==> src/design/rans16_pkg.sv <==
package rans16_pkg;

  localparam int STATE_W = 32;
  localparam int WORD_W  = 16;
  localparam int REQ_W   = 2;
  localparam int SYM_W   = 5;
  localparam int FREQ_W  = 8;
  localparam int CUM_W   = 7;
  localparam int KIND_W  = 2;
  localparam int ENTRY_W = FREQ_W + CUM_W;

  localparam logic [STATE_W-1:0] STATE_RESET = 32'd65535;

  typedef enum logic [REQ_W-1:0] {
    REQ_LOAD   = 2'd0,
    REQ_ENCODE = 2'd1,
    REQ_FLUSH  = 2'd2
  } req_e_t;

  typedef enum logic [KIND_W-1:0] {
    KIND_WORD  = 2'd0,
    KIND_FINAL = 2'd1,
    KIND_ERROR = 2'd2
  } kind_e_t;

  typedef enum logic [2:0] {
    ST_IDLE,
    ST_FETCH,
    ST_DIV,
    ST_MUL,
    ST_SUM,
    ST_EMIT
  } enc_state_t;

endpackage

==> src/design/rans16_in_if.sv <==
interface rans16_in_if import rans16_pkg::*; ();
  logic              valid;
  logic              ready;
  logic [REQ_W-1:0]  req_type;
  logic [SYM_W-1:0]  symbol_index;
  logic [FREQ_W-1:0] load_freq;
  logic [CUM_W-1:0]  load_cum;

  modport source (output valid, req_type, symbol_index, load_freq, load_cum, input ready);
  modport sink   (input valid, req_type, symbol_index, load_freq, load_cum, output ready);
endinterface

==> src/design/rans16_out_if.sv <==
interface rans16_out_if import rans16_pkg::*; ();
  logic               valid;
  logic               ready;
  logic [KIND_W-1:0]  out_kind;
  logic [WORD_W-1:0]  renorm_word;
  logic [WORD_W-1:0]  word_index;
  logic [STATE_W-1:0] final_state;

  modport source (output valid, out_kind, renorm_word, word_index, final_state, input ready);
  modport sink   (input valid, out_kind, renorm_word, word_index, final_state, output ready);
endinterface

==> src/design/rans_encoder_16bit_renorm.sv <==
// Channel   Direction  Fields                                             Transaction
// in_chan   sink       req_type, symbol_index, load_freq, load_cum        valid & ready
// out_chan  source     out_kind, renorm_word, word_index, final_state     valid & ready
//
// An encode runs the 32-step shift-subtract divider on the state, and when the state has to
// be renormalized the divider runs once more on the shifted state. A zero-frequency symbol
// gives an error result.
// Reset is synchronous and active low; the tables are not cleared and must be loaded first.
// A result sits in the output register until taken; the block accepts the next transaction
// meanwhile and stalls only when a second result is ready while the first still waits.
module rans_encoder_16bit_renorm import rans16_pkg::*; #(
  parameter int ALPHABET_SIZE = 32,
  parameter int TOTAL_FREQ    = 128
) (
  input  logic         clk,
  input  logic         rst_n,
  rans16_in_if.sink    in_chan,
  rans16_out_if.source out_chan
);

  localparam int ADDR_W = $clog2(ALPHABET_SIZE);
  localparam int MULT_W = $clog2(TOTAL_FREQ + 1);
  localparam int PROD_W = STATE_W + MULT_W;
  localparam int SUM_W  = PROD_W + 1;

  enc_state_t         state_r, state_nxt;
  logic [STATE_W-1:0] coder_state_r, coder_state_nxt;
  logic [WORD_W-1:0]  word_count_r, word_count_nxt;
  logic               pass2_r, pass2_nxt;
  logic [FREQ_W-1:0]  freq_r, freq_nxt;
  logic [CUM_W-1:0]   cum_r, cum_nxt;
  logic [PROD_W-1:0]  prod_r, prod_nxt;
  logic [FREQ_W-1:0]  rem_r, rem_nxt;

  // Pending result, held until the output register is free.
  logic [KIND_W-1:0]  res_kind_r, res_kind_nxt;
  logic [WORD_W-1:0]  res_word_r, res_word_nxt;
  logic [WORD_W-1:0]  res_idx_r, res_idx_nxt;
  logic [STATE_W-1:0] res_fin_r, res_fin_nxt;

  logic               out_valid_r, out_valid_nxt;
  logic [KIND_W-1:0]  out_kind_r, out_kind_nxt;
  logic [WORD_W-1:0]  out_word_r, out_word_nxt;
  logic [WORD_W-1:0]  out_idx_r, out_idx_nxt;
  logic [STATE_W-1:0] out_fin_r, out_fin_nxt;

  logic               in_acc;
  logic               sym_ok;
  logic [ADDR_W-1:0]  sym_addr;
  logic               ram_we;
  logic [ENTRY_W-1:0] ram_rdata;
  logic [FREQ_W-1:0]  ram_freq;
  logic [CUM_W-1:0]   ram_cum;

  logic               div_start;
  logic               div_done;
  logic [STATE_W-1:0] div_dividend;
  logic [FREQ_W-1:0]  div_divisor;
  logic [STATE_W-1:0] div_quot;
  logic [FREQ_W-1:0]  div_rem;

  logic [SUM_W-1:0]   sum;
  logic               sum_ovf;

  assign in_chan.ready = (state_r == ST_IDLE);
  assign in_acc        = in_chan.valid && in_chan.ready;
  assign sym_ok        = 32'(in_chan.symbol_index) < ALPHABET_SIZE;
  assign sym_addr      = ADDR_W'(in_chan.symbol_index);

  // Frequency and cumulative start share one table entry; the read address follows the
  // input so that the entry is ready the cycle after an encode is accepted.
  rans16_ram #(
    .WIDTH (ENTRY_W),
    .DEPTH (ALPHABET_SIZE)
  ) u_table (
    .clk   (clk),
    .we    (ram_we),
    .waddr (sym_addr),
    .wdata ({in_chan.load_freq, in_chan.load_cum}),
    .raddr (sym_addr),
    .rdata (ram_rdata)
  );

  assign ram_freq = ram_rdata[ENTRY_W-1:CUM_W];
  assign ram_cum  = ram_rdata[CUM_W-1:0];

  // The first pass divides the full state; after a renormalization the upper half.
  assign div_dividend = (state_r == ST_FETCH) ? coder_state_r
                                              : {{WORD_W{1'b0}}, coder_state_r[STATE_W-1:WORD_W]};
  assign div_divisor  = (state_r == ST_FETCH) ? ram_freq : freq_r;

  rans16_div #(
    .DW (STATE_W),
    .VW (FREQ_W)
  ) u_div (
    .clk      (clk),
    .rst_n    (rst_n),
    .start    (div_start),
    .dividend (div_dividend),
    .divisor  (div_divisor),
    .done     (div_done),
    .quot     (div_quot),
    .rem      (div_rem)
  );

  // The mapped value overflows when anything lands above the 32-bit state.
  assign sum     = SUM_W'(prod_r) + SUM_W'(cum_r) + SUM_W'(rem_r);
  assign sum_ovf = |sum[SUM_W-1:STATE_W];

  always_comb begin
    state_nxt       = state_r;
    coder_state_nxt = coder_state_r;
    word_count_nxt  = word_count_r;
    pass2_nxt       = pass2_r;
    freq_nxt        = freq_r;
    cum_nxt         = cum_r;
    prod_nxt        = prod_r;
    rem_nxt         = rem_r;
    res_kind_nxt    = res_kind_r;
    res_word_nxt    = res_word_r;
    res_idx_nxt     = res_idx_r;
    res_fin_nxt     = res_fin_r;
    out_valid_nxt   = out_valid_r && !out_chan.ready;
    out_kind_nxt    = out_kind_r;
    out_word_nxt    = out_word_r;
    out_idx_nxt     = out_idx_r;
    out_fin_nxt     = out_fin_r;
    ram_we          = 1'b0;
    div_start       = 1'b0;

    unique case (state_r)
      ST_IDLE: begin
        if (in_acc) begin
          unique case (in_chan.req_type)
            REQ_LOAD: begin
              ram_we = sym_ok;
            end
            REQ_ENCODE: begin
              pass2_nxt = 1'b0;
              if (sym_ok) begin
                state_nxt = ST_FETCH;
              end else begin
                res_kind_nxt = KIND_ERROR;
                res_word_nxt = '0;
                res_idx_nxt  = '0;
                res_fin_nxt  = '0;
                state_nxt    = ST_EMIT;
              end
            end
            REQ_FLUSH: begin
              res_kind_nxt    = KIND_FINAL;
              res_word_nxt    = '0;
              res_idx_nxt     = '0;
              res_fin_nxt     = coder_state_r;
              coder_state_nxt = STATE_RESET;
              word_count_nxt  = '0;
              state_nxt       = ST_EMIT;
            end
            default: begin
            end
          endcase
        end
      end
      ST_FETCH: begin
        if (ram_freq == '0) begin
          res_kind_nxt = KIND_ERROR;
          res_word_nxt = '0;
          res_idx_nxt  = '0;
          res_fin_nxt  = '0;
          state_nxt    = ST_EMIT;
        end else begin
          freq_nxt  = ram_freq;
          cum_nxt   = ram_cum;
          div_start = 1'b1;
          state_nxt = ST_DIV;
        end
      end
      ST_DIV: begin
        if (div_done) begin
          state_nxt = ST_MUL;
        end
      end
      ST_MUL: begin
        prod_nxt  = PROD_W'(div_quot) * PROD_W'(TOTAL_FREQ);
        rem_nxt   = div_rem;
        state_nxt = ST_SUM;
      end
      ST_SUM: begin
        if (sum_ovf && !pass2_r) begin
          // Shift out the low half of the state and map the rest again.
          res_kind_nxt   = KIND_WORD;
          res_word_nxt   = coder_state_r[WORD_W-1:0];
          res_idx_nxt    = word_count_r;
          res_fin_nxt    = '0;
          word_count_nxt = word_count_r + 1'b1;
          pass2_nxt      = 1'b1;
          div_start      = 1'b1;
          state_nxt      = ST_DIV;
        end else begin
          coder_state_nxt = sum[STATE_W-1:0];
          state_nxt       = pass2_r ? ST_EMIT : ST_IDLE;
        end
      end
      ST_EMIT: begin
        if (!out_valid_r || out_chan.ready) begin
          out_valid_nxt = 1'b1;
          out_kind_nxt  = res_kind_r;
          out_word_nxt  = res_word_r;
          out_idx_nxt   = res_idx_r;
          out_fin_nxt   = res_fin_r;
          state_nxt     = ST_IDLE;
        end
      end
      default: begin
        state_nxt = ST_IDLE;
      end
    endcase
  end

  always_ff @(posedge clk) begin
    if (!rst_n) begin
      state_r       <= ST_IDLE;
      coder_state_r <= STATE_RESET;
      word_count_r  <= '0;
      pass2_r       <= 1'b0;
      out_valid_r   <= 1'b0;
    end else begin
      state_r       <= state_nxt;
      coder_state_r <= coder_state_nxt;
      word_count_r  <= word_count_nxt;
      pass2_r       <= pass2_nxt;
      out_valid_r   <= out_valid_nxt;
    end
    freq_r     <= freq_nxt;
    cum_r      <= cum_nxt;
    prod_r     <= prod_nxt;
    rem_r      <= rem_nxt;
    res_kind_r <= res_kind_nxt;
    res_word_r <= res_word_nxt;
    res_idx_r  <= res_idx_nxt;
    res_fin_r  <= res_fin_nxt;
    out_kind_r <= out_kind_nxt;
    out_word_r <= out_word_nxt;
    out_idx_r  <= out_idx_nxt;
    out_fin_r  <= out_fin_nxt;
  end

  assign out_chan.valid       = out_valid_r;
  assign out_chan.out_kind    = out_kind_r;
  assign out_chan.renorm_word = out_word_r;
  assign out_chan.word_index  = out_idx_r;
  assign out_chan.final_state = out_fin_r;

  // The divider finishes only while the sequencer waits for it.
  a_div_done_in_div: assert property (@(posedge clk) disable iff (!rst_n)
    div_done |-> state_r == ST_DIV)
    else $error("divider finished outside the divide step");

  // A flush restarts the coder at once.
  a_flush_resets: assert property (@(posedge clk) disable iff (!rst_n)
    (in_acc && in_chan.req_type == REQ_FLUSH) |=>
      (coder_state_r == STATE_RESET && word_count_r == '0))
    else $error("flush did not restart the coder state");

  // A pending result reaches the output register once the slot is free.
  a_emit_loads: assert property (@(posedge clk) disable iff (!rst_n)
    (state_r == ST_EMIT && (!out_valid_r || out_chan.ready)) |=> out_valid_r)
    else $error("pending result was not moved to the output register");

  // The coder state only changes while an item is being worked on.
  a_state_holds: assert property (@(posedge clk) disable iff (!rst_n)
    (state_r == ST_IDLE && !in_acc) |=> $stable(coder_state_r))
    else $error("coder state changed while idle");

endmodule

==> src/design/rans16_ram.sv <==
module rans16_ram #(
  parameter int WIDTH = 8,
  parameter int DEPTH = 32
) (
  input  logic                                      clk,
  input  logic                                      we,
  input  logic [(DEPTH > 1 ? $clog2(DEPTH) : 1)-1:0] waddr,
  input  logic [WIDTH-1:0]                          wdata,
  input  logic [(DEPTH > 1 ? $clog2(DEPTH) : 1)-1:0] raddr,
  output logic [WIDTH-1:0]                          rdata
);

  logic [WIDTH-1:0] mem [DEPTH];

  always_ff @(posedge clk) begin
    if (we) begin
      mem[waddr] <= wdata;
    end
    rdata <= mem[raddr];
  end

endmodule

==> src/design/rans16_div.sv <==
// Restoring divider, one quotient bit per cycle.
module rans16_div #(
  parameter int DW = 32,
  parameter int VW = 8
) (
  input  logic          clk,
  input  logic          rst_n,
  input  logic          start,
  input  logic [DW-1:0] dividend,
  input  logic [VW-1:0] divisor,
  output logic          done,
  output logic [DW-1:0] quot,
  output logic [VW-1:0] rem
);

  localparam int CW = $clog2(DW);

  logic          busy_r, busy_nxt;
  logic          done_r, done_nxt;
  logic [CW-1:0] cnt_r, cnt_nxt;
  logic [DW-1:0] quot_r, quot_nxt;
  logic [VW-1:0] rem_r, rem_nxt;
  logic [VW-1:0] dvs_r, dvs_nxt;
  logic [VW:0]   rem_sh;
  logic          ge;

  assign rem_sh = {rem_r, quot_r[DW-1]};
  assign ge     = rem_sh >= {1'b0, dvs_r};

  always_comb begin
    busy_nxt = busy_r;
    done_nxt = 1'b0;
    cnt_nxt  = cnt_r;
    quot_nxt = quot_r;
    rem_nxt  = rem_r;
    dvs_nxt  = dvs_r;
    if (start) begin
      busy_nxt = 1'b1;
      cnt_nxt  = '0;
      quot_nxt = dividend;
      rem_nxt  = '0;
      dvs_nxt  = divisor;
    end else if (busy_r) begin
      quot_nxt = {quot_r[DW-2:0], ge};
      rem_nxt  = ge ? VW'(rem_sh - {1'b0, dvs_r}) : VW'(rem_sh);
      cnt_nxt  = cnt_r + 1'b1;
      if (cnt_r == CW'(DW - 1)) begin
        busy_nxt = 1'b0;
        done_nxt = 1'b1;
      end
    end
  end

  always_ff @(posedge clk) begin
    if (!rst_n) begin
      busy_r <= 1'b0;
      done_r <= 1'b0;
      cnt_r  <= '0;
    end else begin
      busy_r <= busy_nxt;
      done_r <= done_nxt;
      cnt_r  <= cnt_nxt;
    end
    quot_r <= quot_nxt;
    rem_r  <= rem_nxt;
    dvs_r  <= dvs_nxt;
  end

  assign done = done_r;
  assign quot = quot_r;
  assign rem  = rem_r;

endmodule

==> src/flat_wrapper.sv <==
// flat-port wrapper written by rule: the top's interface ports become plain ports
module rans_encoder_16bit_renorm_flat import rans16_pkg::*;
#(
  parameter int ALPHABET_SIZE = 32,
  parameter int TOTAL_FREQ    = 128
)
  (clk, rst_n, in_chan_valid, in_chan_req_type, in_chan_symbol_index, in_chan_load_freq, in_chan_load_cum, in_chan_ready, out_chan_valid, out_chan_out_kind, out_chan_renorm_word, out_chan_word_index, out_chan_final_state, out_chan_ready);
  rans16_in_if in_chan_i ();
  rans16_out_if out_chan_i ();
  input  logic clk;
  input  logic rst_n;
  input wire logic [$bits(in_chan_i.valid)-1:0] in_chan_valid;
  input wire logic [$bits(in_chan_i.req_type)-1:0] in_chan_req_type;
  input wire logic [$bits(in_chan_i.symbol_index)-1:0] in_chan_symbol_index;
  input wire logic [$bits(in_chan_i.load_freq)-1:0] in_chan_load_freq;
  input wire logic [$bits(in_chan_i.load_cum)-1:0] in_chan_load_cum;
  output wire logic [$bits(in_chan_i.ready)-1:0] in_chan_ready;
  output wire logic [$bits(out_chan_i.valid)-1:0] out_chan_valid;
  output wire logic [$bits(out_chan_i.out_kind)-1:0] out_chan_out_kind;
  output wire logic [$bits(out_chan_i.renorm_word)-1:0] out_chan_renorm_word;
  output wire logic [$bits(out_chan_i.word_index)-1:0] out_chan_word_index;
  output wire logic [$bits(out_chan_i.final_state)-1:0] out_chan_final_state;
  input wire logic [$bits(out_chan_i.ready)-1:0] out_chan_ready;
  assign in_chan_i.valid = in_chan_valid;
  assign in_chan_i.req_type = in_chan_req_type;
  assign in_chan_i.symbol_index = in_chan_symbol_index;
  assign in_chan_i.load_freq = in_chan_load_freq;
  assign in_chan_i.load_cum = in_chan_load_cum;
  assign in_chan_ready = in_chan_i.ready;
  assign out_chan_valid = out_chan_i.valid;
  assign out_chan_out_kind = out_chan_i.out_kind;
  assign out_chan_renorm_word = out_chan_i.renorm_word;
  assign out_chan_word_index = out_chan_i.word_index;
  assign out_chan_final_state = out_chan_i.final_state;
  assign out_chan_i.ready = out_chan_ready;
  rans_encoder_16bit_renorm #(.ALPHABET_SIZE(ALPHABET_SIZE), .TOTAL_FREQ(TOTAL_FREQ)) u_core (.clk(clk), .rst_n(rst_n), .in_chan(in_chan_i), .out_chan(out_chan_i));
endmodule
==> config.mk <==
export PLATFORM = sky130hd
export DESIGN_NAME = rans_encoder_16bit_renorm_flat
export DESIGN_NICKNAME = d
export VERILOG_FILES = /design/src/design/rans16_pkg.sv /design/src/design/rans16_in_if.sv /design/src/design/rans16_out_if.sv /design/src/design/rans_encoder_16bit_renorm.sv /design/src/design/rans16_ram.sv /design/src/design/rans16_div.sv /design/src/flat_wrapper.sv
export SDC_FILE = /design/constraint.sdc
export NUM_CORES = 1
export LEC_CHECK = 0
export BUFFER_PORTS_ARGS = -buffer_cell sky130_fd_sc_hd__buf_4
export CAP_MARGIN = 20
export CORE_UTILIZATION = 50
export CTS_CLUSTER_DIAMETER = 50
export DETAILED_ROUTE_END_ITERATION = 8
export PLACE_DENSITY_LB_ADDON = 0.08
export SYNTH_ARGS = -nofsm -noshare
export SYNTH_HDL_FRONTEND = slang
export SYNTH_SLANG_ARGS = --single-unit
==> constraint.sdc <==
create_clock -name clk -period 5.74 [get_ports clk]
set_clock_uncertainty 0.05 [all_clocks]
set_input_delay 1.148 -clock clk [delete_from_list [all_inputs] [get_ports clk]]
set_output_delay 1.148 -clock clk [all_outputs]
set_load 0.01 [all_outputs]
After elaboration in Yosys (flattened, before gate mapping). Memories as Yosys holds them, arrays and structs flattened. A register that Yosys moved wholly into a read port is not among the register bits. Index checks and enable logic that the tools add are counted.

Reductions and logical operators: 23. Bitwise logic cells: 3. Eq/ne operators: 17. $mul: 0. Shift operators: 0. Add/sub/neg operators: 5. Divide/modulo/power cells: 0. Magnitude comparators: 1. Multiplexer cells: 54.

Operators with widths (number): $mux W32 (10); $mux W16 (6); $pmux W16 S3 (2); $pmux W32 S3 (1); $pmux W32 S2 (1); $add A41 B8 Y41 (1); $add A39 B7 Y40 (1); $pmux W16 S2 (1); $mux W3 (6); $pmux W3 S6 (1); $add A16 B1 Y16 const B (1); $mux W1 (16); $mux W8 (2); $reduce_and A4 Y1 (4); $ne A2 B2 Y1 const B (6); $ge A9 B8 Y1 (1); $reduce_or A9 Y1 (1); $logic_not A8 Y1 (1); $mux W2 (4); $sub A8 B8 Y8 (1); $eq A3 B2 Y1 const B (2); $eq A3 B3 Y1 const B (2); $pmux W2 S3 (1); $pmux W3 S2 (1); other kinds (20) (30).

Memories kept: 1. Logic and storage cells: 127. Bits of input ports: 26. Register bits: 295. Output and inout bits: 68. Bits in latches: 0. Bits in writable memories: 480. Bits in read-only memories: 0.

Memories: u_core.u_table.mem (depth 32, bits a word 15, rd ports 1, clocked after memory_dff 1, write ports 1, RTL line rans16_ram.sv:13) `logic [WIDTH-1:0] mem [DEPTH];`.

Logic depth before layout (Yosys ltp).
Word-level depth: 7. Depth in mapped cells: 12. Mapped depth without buffers: 12.

Modules after synthesis. From an unflattened synthesis, not the netlist that was laid out.

Cells, all modules: 1983. Area, all modules: 31690.4 um^2.

Modules (own cells, without submodules): rans16_ram (area an instance 19208.4 um^2, cells an instance 1075, sequential area each 14714.1 um^2, times used 1); rans_encoder_16bit_renorm (area an instance 9741.8 um^2, cells an instance 697, sequential area each 6676.4 um^2, times used 1); rans16_div (area an instance 2740.1 um^2, cells an instance 211, sequential area each 1501.4 um^2, times used 1).

Worst setup path after synthesis. OpenSTA, ideal clock, no wires.

Kind: input-to-reg. Start point: input port in_chan_req_type[0]. End point: register u_core.res_fin_r[0], enable pin. Data required time: 5.200 ns. Path slack: 0.050 ns. Setup time: 0.490 ns. Buffers on the path: 1. Arrival time: 5.150 ns. Cell stages on the path: 7. Path through: inv_1 -> ha_1 -> a21oi_1 -> nor3_1 -> clkbuf_1 -> a21oi_1 -> nor2_1.

Cells in the longest elaborated chain, start to end: 3.

RTL lines: start, declared (RTL line flat_wrapper.sv:13) `input wire logic [$bits(in_chan_i.req_type)-1:0] in_chan_req_type;`; $eq A2 B2 Y1 (RTL line rans_encoder_16bit_renorm.sv:134) `unique case (in_chan.req_type)`; $ne A2 B2 Y1 (no source line); $reduce_and A5 Y1 (no source line); end signal, assigned (RTL line rans_encoder_16bit_renorm.sv:241) `res_fin_r <= res_fin_nxt;`; end, declared (RTL line rans_encoder_16bit_renorm.sv:39) `logic [STATE_W-1:0] res_fin_r, res_fin_nxt;`.

Every way passes these cells. A chain may end at the register's enable or synchronous reset.

Worst setup path in the final report.
Start point: register u_core.rem_r[0]. End point: register u_core.res_word_r[1], enable pin.

Cells in the longest elaborated chain, start to end: 5.

RTL lines: start, declared (RTL line rans_encoder_16bit_renorm.sv:33) `logic [FREQ_W-1:0] rem_r, rem_nxt;`; start signal, assigned (RTL line rans_encoder_16bit_renorm.sv:237) `rem_r <= rem_nxt;`; $add A41 B8 Y41 (RTL line rans_encoder_16bit_renorm.sv:107) `assign sum = SUM_W'(prod_r) + SUM_W'(cum_r) + SUM_W'(rem_r);`; $reduce_or A9 Y1 (RTL line rans_encoder_16bit_renorm.sv:108) `assign sum_ovf = |sum[SUM_W-1:STATE_W];`; $logic_and A1 B1 Y1 (RTL line rans_encoder_16bit_renorm.sv:189) `if (sum_ovf && !pass2_r) begin`; $ne A2 B1 Y1 (no source line); $reduce_and A5 Y1 (no source line); end signal, assigned (RTL line rans_encoder_16bit_renorm.sv:239) `res_word_r <= res_word_nxt;`; end, declared (RTL line rans_encoder_16bit_renorm.sv:37) `logic [WORD_W-1:0] res_word_r, res_word_nxt;`.

Every way passes these cells.

==> flow_metrics.tcl <==
set metrics [dict create \
    status "finished, final reports clean" \
    tightest_slew_ns 1.096 \
    synthCells 1725 \
    busiest_layer "met2" \
    final_core_util_pct 58.27 \
    num_vias 16283 \
    grt_usage_pct 23.02 \
    portBuffers 93 \
    die_w_um 249.3 \
    diodes 0 \
    synth_cell_types 63 \
    ctsHoldBuffers 0 \
    peakVddDrop_v 0.0002706 \
    ys_seq_area_share_pct 74.87 \
    grt_max_degree 63 \
    async_flop_share_pct 0 \
    initial_core_util_pct 50.66 \
    tns_ns 0 \
    clock-sinks 790 \
    synth_area_um2 30580 \
    dp_slack_ns 1.649 \
    drc 0 \
    root_buffer "clkbuf_16" \
    drive_gt1_share_pct 22.37 \
    hold_viol_final 0 \
    clkLatencyLatePin_ns 0.62 \
    dp_hpwl_um 44360 \
    syn_area_per_cell_um2 17.72 \
    antenna_found_initial 0 \
    synth_ff_type "edfxtp_1" \
    first_pass_iters 7 \
    io_pins 94 \
    post_cts_buffers 0 \
    rsz0062_at_grt "false" \
    path_class "reg -> reg" \
    die_h_um 249.3 \
    num_rows 90 \
    globalRouteMet1Util_pct 30.14 \
    nNetsFinal 1923 \
    p_per_area_nw_per_um2 380.9 \
    timing.final.ws_setup_ns 1.662 \
    maxCapViolCount 0 \
    clockBufferDepth 3 \
    period_needed_ns 4.078 \
    grt_pass1_wl_um 105100 \
    fmaxAchievable_mhz 245.2 \
    max_stage_delay_ns 0.68 \
    cp_cell_sequence "ha_1 > inv_1 > fa_1 > nand2b_1 > a21oi_2 > o211ai_2 > o31a_1 > o22a_1 > a21oi_1 > nor2_1 > nor2_4 > buf_12" \
    use_met2_pct 38.89 \
    cts_tree "yes" \
    ys_seq_elements 790 \
    yosysWarnings 0 \
    path_max_fanout 37 \
    finalWeightedCongestion 0.8338 \
    routedWlPerCell_um 25.97 \
    numCtsBuffers 86 \
    drtAntennaViolNets 0 \
    grt_pass1_vias 16340 \
    crit_required_ns 5.99 \
    grt-ovfl-total 0 \
    drt-total-wl_um 70820 \
    setup_viol 0 \
    maxSlewViolCount 0 \
    htreeDepth 3 \
    max_slew_margin_pct 26.94 \
    synth_fp_nets 1775 \
    leakagePower_nw 11.68 \
    clk_pin_slew_ns 0.06 \
    cp_slowest_cell "nor2_4" \
    via_per_inst 5.971 \
    cts_resized 0 \
    synth_edf_count 707 \
    worst_setup_path_end_kind "flop" \
    core-area_um2 60360 \
    die_area_um2 62140 \
    arrival_ns 4.33 \
    area_growth_pct 15.02 \
    drtIter0Drc 1542 \
    startpoint_type "flop" \
    hold_class "reg -> reg" \
    gr-usage-met3_pct 3.929 \
    fin_crit_sh_pct 71.05 \
]
-- synth_stat cells (all sizes together), types with 6 or more instances --
cell type  number  share of area (%)
nor3           15               0.28
o211ai         15               0.38
a22oi          60                1.5
mux2            8               0.29
buf            19               0.25
o31a            6               0.17
xor2           11               0.32
inv            27               0.33
nand2          62               0.77
a31oi           8               0.16
and2           37               0.76
nand3          39               0.64
o21ai          50               0.82
nand2b         11               0.23
xnor2          26               0.74
nor2           84                1.0
or2             7               0.14
a22o           17               0.49
nand4          48                1.0
mux4          120                8.8
a211oi         11               0.27
o31ai          10               0.25
mux2i          26               0.85
and3           41               0.84
edfxtp        707                 69
dfxtp          83                5.4
a21oi          26               0.44
clkbuf         67               0.82
ha             22               0.90
-- layout by cell type, fill, tap and decap left out, drive strengths merged, types with 6 or more instances in the layout --
| cell | n |
|---|---|
| mux4 | 120 |
| clkinv | 30 |
| a22oi | 60 |
| a21oi | 26 |
| and3 | 41 |
| nand2b | 11 |
| edfxtp | 707 |
| o211ai | 15 |
| and2 | 37 |
| xnor2 | 26 |
| or2 | 7 |
| inv | 35 |
| mux2i | 26 |
| mux2 | 8 |
| a211oi | 11 |
| buf | 145 |
| xor2 | 11 |
| o31a | 6 |
| nand4 | 48 |
| dfxtp | 83 |
| ha | 22 |
| a31oi | 8 |
| o21ai | 50 |
| nor2 | 84 |
| nand2 | 62 |
| nand3 | 39 |
| a22o | 17 |
| clkbuf | 111 |
| o31ai | 10 |
| clkinvlp | 9 |
| nor3 | 15 |
-- kinds of logic after synthesis --
kind of cell / count (synthesis) / share of synthesized area [%]
flip-flops: 790 / 74.87
AND/OR/NAND/NOR: 372 / 6.347
AO/OA/AOI/OAI: 235 / 5.304
multiplexers: 154 / 9.985
buffers and inverters: 113 / 1.404
XOR/XNOR: 37 / 1.060
adder cells (fa/ha/maj): 24 / 1.031
-- worst max-delay path: cells and delay by family (launching register included) --
kind / cells / cell delay (ns)
simple gates: 3 / 1.00
compound gates: 5 / 1.43
buf+inv: 2 / 0.36
flops: 1 / 0.33
fa+ha+maj: 2 / 0.56
-- final timing paths --
path | from | end | slack, ns | cells after the start
min reg2reg | u_core.u_table.rdata[2] | u_core.cum_r[2] | 0.36 | 0
min | u_core.u_table.rdata[2] | u_core.cum_r[2] | 0.36 | 0
max reg2reg | u_core.rem_r[0] | u_core.res_word_r[1] | 1.66 | 12
max | u_core.rem_r[0] | u_core.res_word_r[1] | 1.66 | 12
-- report_power, final --
group          internal [mW]  switching, mW  total (mW)
Combinational          0.477          0.786        1.26
Clock                   3.07           2.24        5.31
Sequential              6.65          0.173        6.82
-- final cells by class --
type | count | area (µm²)
fill | 4574 | 25190
sequential | 790 | 22890
multi-input combinational | 822 | 7300
clock buffer | 110 | 2357
timing repair buffer | 146 | 1140
tap | 782 | 978.4
clock inverter | 50 | 400.4
inverter | 27 | 101.3
-- per-layer routing --
layer  wire (µm)  vias up
met5           0        -
met4        2310        0
met3        3994      124
met2       35720      561
met1       28800     8366
li1            -     7232
-- registers in the layout, summed over array words and instances (netlist names), 15 cells and up --
| register | flops |
|---|---|
| u_core.u_table.mem | 480 |
| u_core.coder_state_r | 32 |
| u_core.out_chan.final_state | 32 |
| u_core.prod_r | 32 |
| u_core.res_fin_r | 32 |
| u_core.u_div.quot | 32 |
| u_core.out_chan.renorm_word | 16 |
| u_core.out_chan.word_index | 16 |
| u_core.res_idx_r | 16 |
| u_core.res_word_r | 16 |
| u_core.word_count_r | 16 |
| u_core.u_table.rdata | 15 |
-- through the flow --
step                std cells  instance area, µm²  power [mW]  hold slack [ns]
floorplan                1725               30580       7.742           0.3355
global placement         2566               32400       8.186           0.3437
detailed placement       2566               32400       8.211           0.3522
CTS                      2726               35160       13.50           0.3582
global route             2727               35170       13.87           0.3596
finish                   2727               35170       13.39           0.3622
(Power assumes the default switching activity.)
